## src/rtl/core/deq_pkg.sv

```systemverilog
// ----------------------------------------------------------------------------
// deq_pkg
// Shared sizes, types, operation and status codes, and index helpers for the
// double-ended queue.
// ----------------------------------------------------------------------------
package deq_pkg;

    localparam int DEPTH      = 16;
    localparam int DATA_WIDTH = 32;
    localparam int IDX_W      = (DEPTH > 1) ? $clog2(DEPTH) : 1;
    localparam int CNT_W      = $clog2(DEPTH + 1);
    localparam int OP_W       = 3;
    localparam int ST_W       = 2;

    typedef logic        [IDX_W-1:0]      t_idx;
    typedef logic        [CNT_W-1:0]      t_cnt;
    typedef logic signed [DATA_WIDTH-1:0] t_word;
    typedef logic        [OP_W-1:0]       t_op;
    typedef logic        [ST_W-1:0]       t_status;

    // Operation codes; the unused codes act as no operation
    localparam t_op OP_NONE       = 3'd0;
    localparam t_op OP_PUSH_FRONT = 3'd1;
    localparam t_op OP_PUSH_BACK  = 3'd2;
    localparam t_op OP_POP_FRONT  = 3'd3;
    localparam t_op OP_POP_BACK   = 3'd4;

    // Status codes
    localparam t_status ST_OK        = 2'd0;
    localparam t_status ST_UNDERFLOW = 2'd1;
    localparam t_status ST_OVERFLOW  = 2'd2;

    localparam t_cnt CNT_FULL = CNT_W'(DEPTH);

    // Step a ring index forward, wrapping at the last entry
    function automatic t_idx idx_inc(input t_idx i);
        t_idx r;
        if (i == IDX_W'(DEPTH - 1)) begin
            r = '0;
        end else begin
            r = i + IDX_W'(1);
        end
        return r;
    endfunction

    // Step a ring index back, wrapping at entry zero
    function automatic t_idx idx_dec(input t_idx i);
        t_idx r;
        if (i == '0) begin
            r = IDX_W'(DEPTH - 1);
        end else begin
            r = i - IDX_W'(1);
        end
        return r;
    endfunction

endpackage

```

## src/rtl/core/deq_ram.sv

```systemverilog
// ----------------------------------------------------------------------------
// deq_ram
// Simple dual-port synchronous RAM: one write port, one read port with
// registered read data.
// ----------------------------------------------------------------------------
module deq_ram #(
    parameter int DEPTH = 16,
    parameter int WIDTH = 32,
    parameter int AW    = (DEPTH > 1) ? $clog2(DEPTH) : 1
) (
    input  logic             i_clk,
    input  logic             i_we,
    input  logic [AW-1:0]    i_waddr,
    input  logic [WIDTH-1:0] i_wdata,
    input  logic             i_re,
    input  logic [AW-1:0]    i_raddr,
    output logic [WIDTH-1:0] o_rdata
);

    logic [WIDTH-1:0] r_mem [DEPTH];
    logic [WIDTH-1:0] r_rdata;

    // Write port
    always_ff @(posedge i_clk) begin
        if (i_we) begin
            r_mem[i_waddr] <= i_wdata;
        end
    end

    // Registered read port
    always_ff @(posedge i_clk) begin
        if (i_re) begin
            r_rdata <= r_mem[i_raddr];
        end
    end

    assign o_rdata = r_rdata;

endmodule

```

## src/rtl/core/double_ended_queue.sv

```systemverilog
// ----------------------------------------------------------------------------
// double_ended_queue
// Bounded deque of signed words in a ring RAM with head and tail indexes,
// a word count and cached front and rear words.
// ----------------------------------------------------------------------------
// Each accepted word carries one operation (none, push front, push back, pop
// front, pop back) and yields one result word with the popped value, the new
// front and rear values (all ones when empty), the count, an empty flag and a
// status (underflow on a pop from empty, overflow on a push to full; either
// leaves the deque unchanged). Pushes, no-ops, failed pops and pops that
// leave the deque empty load the result register from the idle state. A
// pop that leaves words behind goes through the read state while the ring
// RAM fetches the new front or rear word. A new word is taken as soon as
// the block is idle and the result register is free or being drained. No
// clearing pass is needed after reset.
module double_ended_queue (
    input  logic                   i_clk,
    input  logic                   i_rst_n,
    input  logic                   i_in_valid,
    output logic                   o_in_stall,
    input  deq_pkg::t_op           i_operation,
    input  deq_pkg::t_word         i_data_in,
    output logic                   o_out_valid,
    input  logic                   i_out_stall,
    output deq_pkg::t_word         o_popped_value,
    output deq_pkg::t_word         o_front_value,
    output deq_pkg::t_word         o_rear_value,
    output deq_pkg::t_cnt          o_item_count,
    output logic                   o_is_empty,
    output deq_pkg::t_status       o_status
);

    import deq_pkg::*;

    typedef enum logic [1:0] {
        S_IDLE = 2'b01,
        S_READ = 2'b10
    } t_state;

    t_state  r_state, n_state;
    t_idx    r_head, n_head;
    t_idx    r_tail, n_tail;
    t_cnt    r_count, n_count;
    t_word   r_front, n_front;
    t_word   r_rear, n_rear;
    logic    r_pend_front, n_pend_front;
    t_word   r_pend_popped, n_pend_popped;

    logic    r_out_valid, n_out_valid;
    t_word   r_out_popped;
    t_word   r_out_front;
    t_word   r_out_rear;
    t_cnt    r_out_count;
    logic    r_out_empty;
    t_status r_out_status;

    logic    in_acc;
    logic    is_empty_now;
    logic    is_full_now;
    logic    load_out;
    t_word   s_popped;
    t_status s_status;

    logic    mem_we;
    t_idx    mem_waddr;
    logic    mem_re;
    t_idx    mem_raddr;
    t_word   mem_rdata;

    // Ring storage
    deq_ram #(
        .DEPTH (DEPTH),
        .WIDTH (DATA_WIDTH)
    ) u_ram (
        .i_clk   (i_clk),
        .i_we    (mem_we),
        .i_waddr (mem_waddr),
        .i_wdata (i_data_in),
        .i_re    (mem_re),
        .i_raddr (mem_raddr),
        .o_rdata (mem_rdata)
    );

    // Hold input while a pop is fetching or the result register is stuck
    assign o_in_stall   = (r_state != S_IDLE) || (r_out_valid && i_out_stall);
    assign in_acc       = i_in_valid && !o_in_stall;
    assign is_empty_now = (r_count == '0);
    assign is_full_now  = (r_count == CNT_FULL);

    // Apply the operation and sequence the RAM access
    always_comb begin
        n_state       = r_state;
        n_head        = r_head;
        n_tail        = r_tail;
        n_count       = r_count;
        n_front       = r_front;
        n_rear        = r_rear;
        n_pend_front  = r_pend_front;
        n_pend_popped = r_pend_popped;
        n_out_valid   = r_out_valid && i_out_stall;
        mem_we        = 1'b0;
        mem_waddr     = r_head;
        mem_re        = 1'b0;
        mem_raddr     = r_head;
        load_out      = 1'b0;
        s_popped      = '0;
        s_status      = ST_OK;

        case (r_state)
            S_IDLE: begin
                if (in_acc) begin
                    load_out = 1'b1;
                    case (i_operation)
                        OP_PUSH_FRONT: begin
                            if (is_full_now) begin
                                s_status = ST_OVERFLOW;
                            end else begin
                                n_head    = idx_dec(r_head);
                                mem_we    = 1'b1;
                                mem_waddr = idx_dec(r_head);
                                n_front   = i_data_in;
                                n_count   = r_count + CNT_W'(1);
                                if (is_empty_now) begin
                                    n_rear = i_data_in;
                                    n_tail = idx_dec(r_head);
                                end
                            end
                        end
                        OP_PUSH_BACK: begin
                            if (is_full_now) begin
                                s_status = ST_OVERFLOW;
                            end else begin
                                mem_we    = 1'b1;
                                mem_waddr = is_empty_now ? r_head : idx_inc(r_tail);
                                n_tail    = mem_waddr;
                                n_rear    = i_data_in;
                                n_count   = r_count + CNT_W'(1);
                                if (is_empty_now) begin
                                    n_front = i_data_in;
                                end
                            end
                        end
                        OP_POP_FRONT: begin
                            if (is_empty_now) begin
                                s_status = ST_UNDERFLOW;
                            end else begin
                                s_popped = r_front;
                                n_head   = idx_inc(r_head);
                                n_count  = r_count - CNT_W'(1);
                                if (r_count != CNT_W'(1)) begin
                                    // fetch the new front word
                                    mem_re        = 1'b1;
                                    mem_raddr     = idx_inc(r_head);
                                    n_pend_front  = 1'b1;
                                    n_pend_popped = r_front;
                                    n_state       = S_READ;
                                    load_out      = 1'b0;
                                end
                            end
                        end
                        OP_POP_BACK: begin
                            if (is_empty_now) begin
                                s_status = ST_UNDERFLOW;
                            end else begin
                                s_popped = r_rear;
                                n_tail   = idx_dec(r_tail);
                                n_count  = r_count - CNT_W'(1);
                                if (r_count != CNT_W'(1)) begin
                                    // fetch the new rear word
                                    mem_re        = 1'b1;
                                    mem_raddr     = idx_dec(r_tail);
                                    n_pend_front  = 1'b0;
                                    n_pend_popped = r_rear;
                                    n_state       = S_READ;
                                    load_out      = 1'b0;
                                end
                            end
                        end
                        default: begin
                            s_status = ST_OK;
                        end
                    endcase
                end
            end
            S_READ: begin
                // RAM data is back: refresh the cached end and post the result
                if (r_pend_front) begin
                    n_front = mem_rdata;
                end else begin
                    n_rear = mem_rdata;
                end
                s_popped = r_pend_popped;
                s_status = ST_OK;
                load_out = 1'b1;
                n_state  = S_IDLE;
            end
            default: begin
                n_state = S_IDLE;
            end
        endcase

        if (load_out) begin
            n_out_valid = 1'b1;
        end
    end

    // Control registers
    always_ff @(posedge i_clk) begin
        if (!i_rst_n) begin
            r_state     <= S_IDLE;
            r_head      <= '0;
            r_tail      <= '0;
            r_count     <= '0;
            r_out_valid <= 1'b0;
        end else begin
            r_state     <= n_state;
            r_head      <= n_head;
            r_tail      <= n_tail;
            r_count     <= n_count;
            r_out_valid <= n_out_valid;
        end
    end

    // Cached end words and pending pop
    always_ff @(posedge i_clk) begin
        r_front       <= n_front;
        r_rear        <= n_rear;
        r_pend_front  <= n_pend_front;
        r_pend_popped <= n_pend_popped;
    end

    // Result register
    always_ff @(posedge i_clk) begin
        if (load_out) begin
            r_out_popped <= s_popped;
            r_out_count  <= n_count;
            r_out_status <= s_status;
            r_out_empty  <= (n_count == '0);
            r_out_front  <= (n_count == '0) ? '1 : n_front;
            r_out_rear   <= (n_count == '0) ? '1 : n_rear;
        end
    end

    assign o_out_valid    = r_out_valid;
    assign o_popped_value = r_out_popped;
    assign o_front_value  = r_out_front;
    assign o_rear_value   = r_out_rear;
    assign o_item_count   = r_out_count;
    assign o_is_empty     = r_out_empty;
    assign o_status       = r_out_status;

endmodule

```

## config.mk

```make
export PLATFORM = sky130hd
export DESIGN_NAME = double_ended_queue
export DESIGN_NICKNAME = d
export VERILOG_FILES = /design/src/rtl/core/deq_pkg.sv /design/src/rtl/core/deq_ram.sv /design/src/rtl/core/double_ended_queue.sv
export SDC_FILE = /design/constraint.sdc
export NUM_CORES = 1
export LEC_CHECK = 0
export ABC_AREA = 0
export BUFFER_PORTS_ARGS = -buffer_cell sky130_fd_sc_hd__buf_2
export CAP_MARGIN = 40
export CORE_ASPECT_RATIO = 1.5
export CORE_MARGIN = 10
export CORE_UTILIZATION = 35
export CTS_BUF_LIST = sky130_fd_sc_hd__clkbuf_4
export DETAILED_ROUTE_END_ITERATION = 10
export PLACE_DENSITY = 0.62
export SLEW_MARGIN = 20
export SYNTH_ARGS = -nofsm -noshare
export SYNTH_HDL_FRONTEND = slang
export SYNTH_SLANG_ARGS = --single-unit
```

## constraint.sdc

```tcl
create_clock -name i_clk -period 9.25 [get_ports i_clk]
set_input_delay 1.85 -clock i_clk [delete_from_list [all_inputs] [get_ports i_clk]]
set_output_delay 1.85 -clock i_clk [all_outputs]
set_load 0.01 [all_outputs]
```

# == Word-level counts from Yosys, hierarchy flattened ==
# Memories as Yosys holds them, arrays and structs flattened. A register that Yosys moved wholly into a read port is not among the register bits.
# Index checks and enable logic that the tools add are counted.
# totals
wordCells,138
reg_bits,217
mem_bits_rw,512
romBits,0
latch_bits,0
memories,1
in_bits,39
# op_classes
shifts,0
bitwise_logic,1
div,0
eq_ne,18
reduce_logical,19
n_lt_le_gt_ge,0
addsub,6
n_mux,78
multipliers,0
# mem_list
memory,words,width,rd,rd_clocked_by_memory_dff,wr,line_no,text
u_ram.r_mem,16,32,1,1,1,deq_ram.sv:20,logic [WIDTH-1:0] r_mem [DEPTH];
# op_table
operator,n
$mux 32,17
$pmux 32 s2,7
$mux 4,20
$pmux 4 s2,3
$mux 1,21
$mux 5,4
$ne 2x2->1 const B,7
$reduce_and 7->1,2
$pmux 4 s3,1
$logic_not 5->1,2
$pmux 5 s2,1
$add 4x1->4 const B,2
$eq 4x4->1 const B,2
$logic_not 4->1,2
$reduce_and 4->1,2
$sub 4x1->4 const B,2
$eq 3x2->1 const B,2
$add 5x1->5 const B,1
$eq 5x5->1 const B,1
$ne 5x1->1 const B,1
$sub 5x1->5 const B,1
$pmux 1 s2,2
$pmux 2 s2,1
$reduce_and 2->1,2
13 further kinds,16

# == Longest topological paths before layout ==
# Gate-level depths: netlist of the first run.
# logic_depth
word_depth,8
depth_mapped,15

# == Cells and area by module ==
# Synthesis of the first run repeated with hierarchy kept, for this count alone.
# unflattened
cells_unflattened,2170
hier_area_um2,32367.3
# by_module_without_submodules
module,instances,cells_each,area_each_um2,seq_area_each_um2
deq_ram,1,838,20155.6,16335.7
double_ended_queue,1,1332,12211.7,5715.5

# == Worst setup path before layout of the first run ==
# OpenSTA, ideal clock, no wires.
# synth_timing
path_kind,in2reg
start,input i_operation[1]
end,"register r_out_front[0] (netlist: o_front_value[0]), enable pin"
setup_ns,0.569
arrival_ns,6.972
required_time_ns,8.681
slack_ns,1.709
n_path_buf,1
stages,6
cell_sequence,buf_2 -> nand3b_1 -> a21oi_1 -> a21oi_1 -> nor2_1 -> nor2_1
# synth_between
elab_chain_cells,5
# synth_lines
item,line_no,text
start: declaration,double_ended_queue.sv:21,"input deq_pkg::t_op i_operation,"
$eq 3x3->1 or $eq 3x2->1 (tied branches),double_ended_queue.sv:113,case (i_operation)
$reduce_or 2->1 (no source line) (*),-,
$mux 1 (*),-,
$mux 1 (*),double_ended_queue.sv:111,if (in_acc) begin
$pmux 1 s2 (*),double_ended_queue.sv:109,case (r_state)
via load_out,double_ended_queue.sv:60,logic load_out;
end signal: assignment,double_ended_queue.sv:239,r_out_front <= (n_count == '0) ? '1 : n_front;
end: declaration,double_ended_queue.sv:51,t_word r_out_front;
# Mark *: on every way through the listed nets, which the timed path passes. The rest lies on a longest branch.
# A chain may end at the register's enable or synchronous reset.

# == Worst setup path after layout of the first run ==
# layout_timing
start,input i_operation[0]
end,"register u_ram.r_rdata[30] (netlist: u_ram.o_rdata[30]), read port of u_ram.r_mem, data pin"
# layout_between
elab_chain_cells,5
# layout_lines
item,line_no,text
$eq 3x3->1 or $eq 3x2->1 (tied branches),double_ended_queue.sv:113,
$reduce_or 2->1 (no source line),-,
$mux 1,-,
$mux 1,double_ended_queue.sv:111,
$mux 1,double_ended_queue.sv:109,
end: declaration,deq_ram.sv:21,logic [WIDTH-1:0] r_rdata;
# Several ways; a longest one is shown, not always the timed one.

==> reports/results.md, run 1 <==
| Stage | Parameter | Value |
|:---|:---|:---|
| status | Outcome | finished, final reports clean |
| global route | Number of antenna violations at the first check in global routing | 10 |
| worst setup path | Startpoint of the lowest-slack register-to-register path | r_state[1] |
| timing | Max-slew headroom at the worst pin | 37.3% |
| floorplanning | IO Pins | 145 |
| power and ir drop | Sum of internal, switching and leakage power | 7730 uW |
| cells and area | Most common cell after layout, fill and taps aside | edfxtp_1 |
| timing | Final Hold Fails | 0 |
| synth | Top area cells in the synthesized netlist | edfxtp_1 61%, dfxtp_1 4.8%, nand2_1 4.7% |
| route | Final ANT Viol Nets | 0 |
| synth | Proportion of synthesized chip area in sequential cells | 65.9% |
| route | Via total after detailed routing | 23200 |
| worst setup path | Type of the worst setup path | input pin to flop |
| floorplanning | Num rows | 138 |
| worst setup path | Element type at the critical path start | input pin |
| worst setup path | Critical-path maximum fanout | 51 |
| floorplanning | Die extent in y | 399 um |
| cells and area | Fraction of final layout cells with drive strength greater than 1 | 19.1% |
| synth | Area share of the largest cell type after synthesis | 61.2% |
| timing | Slew of the pin with the lowest slew margin | 0.917 ns |
| synth | Flip-flop and latch count after synthesis | 761 |
| synth | Synth Instances | 2676 |
| clock tree | Post-CTS sizing | 0 |
| floorplanning | Die outline area | 0.109 mm2 |
| global route | Total congestion overflow after global routing | 0 |
| cells and area | Filler Cell Count | 9004 |
| timing | Fmax achieved | 0.191 GHz |
| timing | Clock skew | 0.0636 ns |
| worst setup path | Reg-to-reg setup timing slack | 4.19 ns |
| timing | Unrepaired setup endpoints after global routing | false |
| synth | Post-synth top flop | edfxtp_1 |
| synth | Number of synthesis warnings | 0 |
| worst setup path | Endpoint of the most critical register-to-register path | u_ram.o_rdata[13] |
| route | Number of remaining DRC errors | 0 |
| clock tree | Clock latency on the worst-skew pair | 0.98 ns |
| power and ir drop | Maximum resistive drop on vdd | 0.0000897 V |
| route | Total iterations of the first detailed-routing run | 6 |
| clock tree | Count of hold buffers inserted by post-cts repair | 0 |
| timing | # setup viols final | 0 |
| synth | Number of nets in the synthesized netlist | 2725 |
| placement | Detailed placer's ending HPWL | 59200 um |
| min path | Hold wc startpoint | r_tail[3] |
| synth | Post-synth ARST share | 0% |
| timing | Setup Total Neg Slack | 0 ns |
| min path | Worst Hold Path EP | r_tail[3] |
| synth | Number of synthesized flops with an enable pin | 681 |
| global route | Pin count of the biggest net entering global routing | 98 |
| power and ir drop | Total leakage power | 0.0131 uW |
| synth | Syn_area_per_cell | 12.5 um2 |
| clock tree | H-tree depth | 4 |
| min path | Hold Path Class | flop to flop |
| cells and area | Area growth, synth to finish | 12.9% |
| clock tree | CTS tree | done |
| global route | Via count of the first global-routing pass | 22700 |
| clock tree | Buffer cell driving the clock tree root | clkbuf_4 |
| cells and area | Leading cell types in the layout, fill and taps excluded | 681 x edfxtp_1, 416 x nand2_1, 230 x clkbuf_4 |
| floorplanning | Core Footprint | 0.0946 mm2 |
| placement | Number of port buffers | 144 |
| worst setup path | Setup crit end kind | flop |
| clock tree | Maximum root-to-sink buffer count | 3 |
| worst setup path | CP Data Arrival Time | 5.90 ns |
| route | Wire length per cell | 22.9 um |
| flow run | Number of max-cap violations | 0 |
| global route | Wire length of the first global-routing pass | 144000 um |
| clock tree | Setup fix buffers added after clock tree synthesis | 0 |
| timing | Final number of max-transition violations | 0 |
| power and ir drop | Power density of the placed cells | 205 mW/mm2 |
| synth | Yosys top cell by area | edfxtp_1 |
| cells and area | Layout Nets | 2902 |
| clock tree | Clock transition time at the flip-flop clock pins of the worst setup and hold paths | 0.06 ns |
| route | Iter 0 DRT Violations | 1901 |
| route | Routed Wire Length | 97100 um |
| placement | Final RePlAce weighted congestion | 0.875 |
| timing | Minimum period implied by the final worst setup slack | 5.23 ns |
| synth | Mapped cell area | 0.0334 mm2 |
| clock tree | Sink count of the clock tree | 761 |
| global route | Total routing resource utilization after global routing | 17.4% |
| synth | Number of distinct library cells after synthesis | 77 |
| route | DR vias/cell | 5.48 |
| floorplanning | Overall die width | 272 um |
| min path | Worst hold stages | 2 |
| floorplanning | Effective utilization at floorplan | 35.3% |
| timing | Portion of the clock cycle consumed by the worst path in the final layout | 56.6% |
| worst setup path | Path depth of the worst reg2reg path | 11 |
| cells and area | Final design utilization | 39.9% |
| worst setup path | Worst Path Required | 9.92 ns |
| clock tree | CTS Buf Count | 166 |
## logic make-up after synthesis
group / Yosys count / synth area share (%)
buffers and inverters: 229 / 3.32
multiplexers: 125 / 4.47
AO/OA/AOI/OAI: 644 / 13.1
XOR/XNOR: 7 / 0.183
flip-flops: 761 / 65.9
adder cells (fa/ha/maj): 10 / 0.374
AND/OR/NAND/NOR: 900 / 12.6
## flip-flops by register name, summed over array words and instances, names as in the netlist
name / cells
o_front_value: 32
o_is_empty: 1
o_item_count: 5
o_out_valid: 1
o_popped_value: 32
o_rear_value: 32
o_status: 2
r_count: 5
r_front: 32
r_head: 4
r_pend_front: 1
r_pend_popped: 32
r_rear: 32
r_state: 2
r_tail: 4
u_ram.o_rdata: 32
u_ram.r_mem: 512
## per-stage QoR
stage / worst slack (ns) / hold slack [ns] / cells / area (um2)
floorplan: 1.71 / 0.496 / 2676 / 33400
global placement: 2.72 / 0.532 / 3938 / 35400
detailed placement: 3.12 / 0.534 / 3944 / 35600
CTS: 4.17 / 0.540 / 4233 / 37700
global route: 3.90 / 0.585 / 4235 / 37700
finish: 4.02 / 0.551 / 4236 / 37700
## worst max-delay path by stage
stage	end	slack (ns)	depth (start not counted)	start
after floorplan	o_front_value[0]	1.71	6	i_operation[1]
after global placement	u_ram.o_rdata[27]	2.72	12	i_operation[0]
after detailed placement	u_ram.o_rdata[30]	3.12	14	i_operation[0]
after CTS	u_ram.o_rdata[6]	4.17	14	i_operation[0]
after global routing	u_ram.o_rdata[6]	3.90	14	i_operation[0]
final	u_ram.o_rdata[30]	4.02	14	i_operation[0]
## metal layers
layer / GRT usage (%) / wire length [um]
met1: 20.4 / 37300
met2: 30.7 / 49900
met3: 3.31 / 6600
met4: 7.61 / 3230
met5: 0 / 62
## cell type report
class	count	area, um2	share of cell area (%)
Clock buffer	230	1730	4.57
Inverter	32	120	0.318
Antenna cell	2	5.00	0.0133
Sequential cell	761	22100	58.4
Multi-Input combinational cell	1686	10500	27.8
Timing Repair Buffer	206	1330	3.51
Clock inverter	59	430	1.14
Tap cell	1260	1580	4.18
## critical path, stage by stage
cell and delay (ns):
buf_2 0.17, nor3b_4 0.20, buf_4 0.53, inv_2 0.47, a21boi_2 0.36, o211ai_1 0.15
a22oi_2 0.13, buf_4 0.41, buf_4 0.54, and2_1 0.28, buf_4 0.33, a221oi_1 0.13
a21oi_1 0.18, a21oi_1 0.10
## cell usage after synthesis, types with 3 or more instances
cell type  count
edfxtp_1     681
nand2_1      418
a21oi_1      223
nor2_1       140
o21ai_0      130
nand3_1      120
clkbuf_1     105
mux2i_1      101
nand2b_1      84
dfxtp_1       80
a221o_1       53
buf_2         42
a211oi_1      41
nor3b_1       35
inv_1         31
nor2b_1       27
a21o_1        24
a21boi_0      22
buf_6         20
a221oi_1      19
a311oi_1      19
and3_1        19
mux4_2        19
buf_1         17
nand3b_1      15
o221a_2       15
a211o_1       14
o221ai_1      14
and2_1        13
buf_4         13
a2111oi_0     10
ha_1          10
nor3_1         8
a31oi_1        7
a2111oi_2      6
a211oi_2       6
o311ai_0       6
mux2_2         5
a22o_1         4
o211ai_1       4
or3_1          4
xnor2_1        4
a222oi_1       3
xor2_1         3
## power breakdown
group	internal, uW	leakage (uW)	total (uW)	switching, uW
logic	357	0.00507	957	601
clock network	1330	0.00128	2630	1300
registers	3970	0.00680	4140	174
(Power assumes the default switching activity.)
==> inputs of run 2 (changes only) <==
PLACE_DENSITY = 0.64   (was 0.62)
clock period = 4.5 ns   (was 9.25 ns; I/O delays follow)
==> run 2 against run 1 <==
Die area is the same. Sequential cell count is the same. Critical endpoint is now u_ram.o_rdata[9]. Combinational power grew 110%. Count of clock-buffer cells in the layout shrank 11. Utilization grew 0.46 points. Clock skew grew 0.0012 ns. Critical path depth shrank 3. Power grew 100%. Final cell count grew 1.1%. Register-to-register slack lost 3.4 ns. Clock power grew 94%. Via count grew 0.48%.
==> reports/results.md, run 2 (synthesis results as in run 1) <==
| Stage | Parameter | Value |
|:---|:---|:---|
| timing | # setup viols final | 0 |
| route | Final ANT Viol Nets | 0 |
| cells and area | Most common cell after layout, fill and taps aside | edfxtp_1 |
| route | Iter 0 DRT Violations | 2051 |
| timing | Fmax achieved | 0.272 GHz |
| timing | Slew of the pin with the lowest slew margin | 0.703 ns |
| power and ir drop | Cell Int Power | 11300 uW |
| clock tree | CTS Buf Count | 164 |
| global route | Via count of the first global-routing pass | 23200 |
| worst setup path | Combined buffer and inverter count along the critical path | 2 |
| route | Metal-1 WL | 36100 um |
| cells and area | Area growth, synth to finish | 14.2% |
| timing | Final Hold Fails | 0 |
| timing | Max-slew headroom at the worst pin | 53.1% |
| clock tree | Clock latency on the worst-skew pair | 0.98 ns |
| timing | Setup Total Neg Slack | 0 ns |
| worst setup path | Path depth of the worst reg2reg path | 11 |
| global route | Total congestion overflow after global routing | 0 |
| clock tree | Maximum root-to-sink buffer count | 3 |
| clock tree | Sink count of the clock tree | 761 |
| power and ir drop | Maximum resistive drop on vdd | 0.000156 V |
| floorplanning | Effective utilization at floorplan | 35.3% |
| clock tree | Setup fix buffers added after clock tree synthesis | 0 |
| cells and area | Leading cell types in the layout, fill and taps excluded | 681 x edfxtp_1, 417 x nand2_1, 222 x a21oi_1 |
| clock tree | H-tree depth | 4 |
| clock tree | Clock transition time at the flip-flop clock pins of the worst setup and hold paths | 0.08 ns |
| cells and area | Fraction of final layout cells with drive strength greater than 1 | 19.8% |
| worst setup path | Element type at the critical path start | flop |
| route | Met3 Wirelength | 7250 um |
| power and ir drop | Power density of the placed cells | 409 mW/mm2 |
| power and ir drop | Combinational group share of total power | 12.8% |
| cells and area | Final design utilization | 40.4% |
| cells and area | Reg with most FFs | u_ram.r_mem |
| worst setup path | Critical-path maximum fanout | 36 |
| worst setup path | Biggest cell delay along the critical path | 0.51 ns |
| worst setup path | Setup crit end kind | flop |
| route | Routed Wire Length | 96000 um |
| cells and area | Filler Cell Count | 9025 |
| floorplanning | Die outline area | 0.109 mm2 |
| route | DR vias/cell | 5.45 |
| cells and area | Layout Nets | 2939 |
| cells and area | Sequential cell area | 0.0221 mm2 |
| timing | Minimum period implied by the final worst setup slack | 3.68 ns |
| global route | Wire length of the first global-routing pass | 144000 um |
| worst setup path | Cell at the slowest stage of the critical path | a2111oi_4 |
| route | Wire length per cell | 22.4 um |
| worst setup path | Cell class contributing the biggest share of worst-path delay | compound AO/OA/AOI/OAI gates |
| min path | Worst hold stages | 3 |
| power and ir drop | Total leakage power | 0.0133 uW |
| floorplanning | Overall die width | 272 um |
| clock tree | Post-CTS sizing | 0 |
| floorplanning | Die extent in y | 399 um |
| clock tree | Buffer cell driving the clock tree root | clkbuf_4 |
| global route | Total routing resource utilization after global routing | 17.3% |
| power and ir drop | Switching Share | 27.3% |
| flow run | Number of max-cap violations | 0 |
| worst setup path | Worst Path Required | 5.26 ns |
| worst setup path | Number of stages on the worst setup path | 11 |
| route | Max layer used | met5 |
| floorplanning | Num rows | 138 |
| power and ir drop | Clock group share of total power | 32.7% |
| route | Total iterations of the first detailed-routing run | 6 |
| route | Total met2 wirelength after detailed routing | 48800 um |
| placement | Number of port buffers | 144 |
| worst setup path | CP Data Arrival Time | 4.44 ns |
| global route | Number of antenna violations at the first check in global routing | 17 |
| route | Via total after detailed routing | 23300 |
| power and ir drop | Switching power summed over all nets | 4260 uW |
| worst setup path | Type of the worst setup path | flop to flop |
| cells and area | Flip-flop count of the largest register, all copies and words added | 512 |
| clock tree | Count of hold buffers inserted by post-cts repair | 0 |
| worst setup path | List of cells traversed by the critical path | inv_1 -> ha_1 -> or4b_1 -> nand3_4 -> a2111oi_4 -> or2_2 -> buf_4 -> a2111oi_0 -> a211o_1 -> o221a_2 -> o221ai_1 |
| timing | Final number of max-transition violations | 0 |
| status | Outcome | finished, final reports clean |
| placement | Detailed placer's ending HPWL | 58600 um |
| min path | Hold Path Class | input pin to flop |
| placement | Final RePlAce weighted congestion | 0.891 |
| floorplanning | Core Footprint | 0.0946 mm2 |
| timing | Unrepaired setup endpoints after global routing | false |
| timing | Portion of the clock cycle consumed by the worst path in the final layout | 81.8% |
| route | Number of remaining DRC errors | 0 |
| floorplanning | IO Pins | 145 |
| power and ir drop | Power share of the sequential group | 54.5% |
| timing | Clock skew | 0.0649 ns |
| clock tree | CTS tree | done |
| global route | Pin count of the biggest net entering global routing | 85 |
| cells and area | Multi-input gate area | 0.0105 mm2 |
==> run 2: changes by cell type in the layout (fill, tap and decap cells not counted), moves of 2 or more <==
cell	delta
buf_12	+24
buf_16	-2
buf_4	+17
bufinv_16	-4
clkbuf_4	-11
clkinv_1	+14
clkinv_2	+6
inv_6	-2
==> run 2: power groups by stage <==
stage	registers (uW)	logic, uW	clock network, uW
after floorplan	8610	1240	0
after global placement	8630	1960	0
after detailed placement	8640	2000	0
after CTS	8490	2000	5240
after global routing	8550	2210	5560
final	8510	2000	5090
==> run 2: worst paths after layout <==
check | slack (ns) | start | to
worst max-delay path | 0.82 | r_count[0] | u_ram.o_rdata[9]
worst min-delay path | 0.26 | i_out_stall | o_out_valid
worst max register to register | 0.82 | r_count[0] | u_ram.o_rdata[9]
worst min register to register | 0.56 | r_rear[24] | r_rear[24]
==> run 2: metal layers <==
layer | vias to the layer above | GRT usage [%]
met5 | - | 0
met4 | 14 | 8.40
met3 | 256 | 3.80
met2 | 1028 | 30.3
met1 | 11400 | 19.9
li1 | 10600 | -
==> run 2: final cells by class <==
class	count	share of cell area [%]
Timing Repair Buffer	245	4.95
Inverter	32	0.315
Tap cell	1260	4.13
Sequential cell	761	57.8
Clock inverter	76	1.04
Clock buffer	219	4.31
Antenna cell	2	0.0131
Multi-Input combinational cell	1686	27.5
==> run 2: per-stage QoR <==
step	cell area (um2)	std cells	hold WS, ns	power (uW)	setup WS, ns
floorplan	33400	2676	0.496	9850	0.0135
global placement	36100	3980	0.527	10600	0.454
detailed placement	36100	3981	0.538	10600	0.469
CTS	38100	4276	0.147	15700	0.841
global route	38200	4281	0.200	16300	0.584
finish	38200	4281	0.255	15600	0.818
==> run 2: worst reg2reg max path: stages, from the launching register on <==
cell	delay (ns)
dfxtp_1	0.47
inv_1	0.10
ha_1	0.27
or4b_1	0.38
nand3_4	0.18
a2111oi_4	0.51
or2_2	0.25
buf_4	0.42
a2111oi_0	0.22
a211o_1	0.32
o221a_2	0.13
o221ai_1	0.23
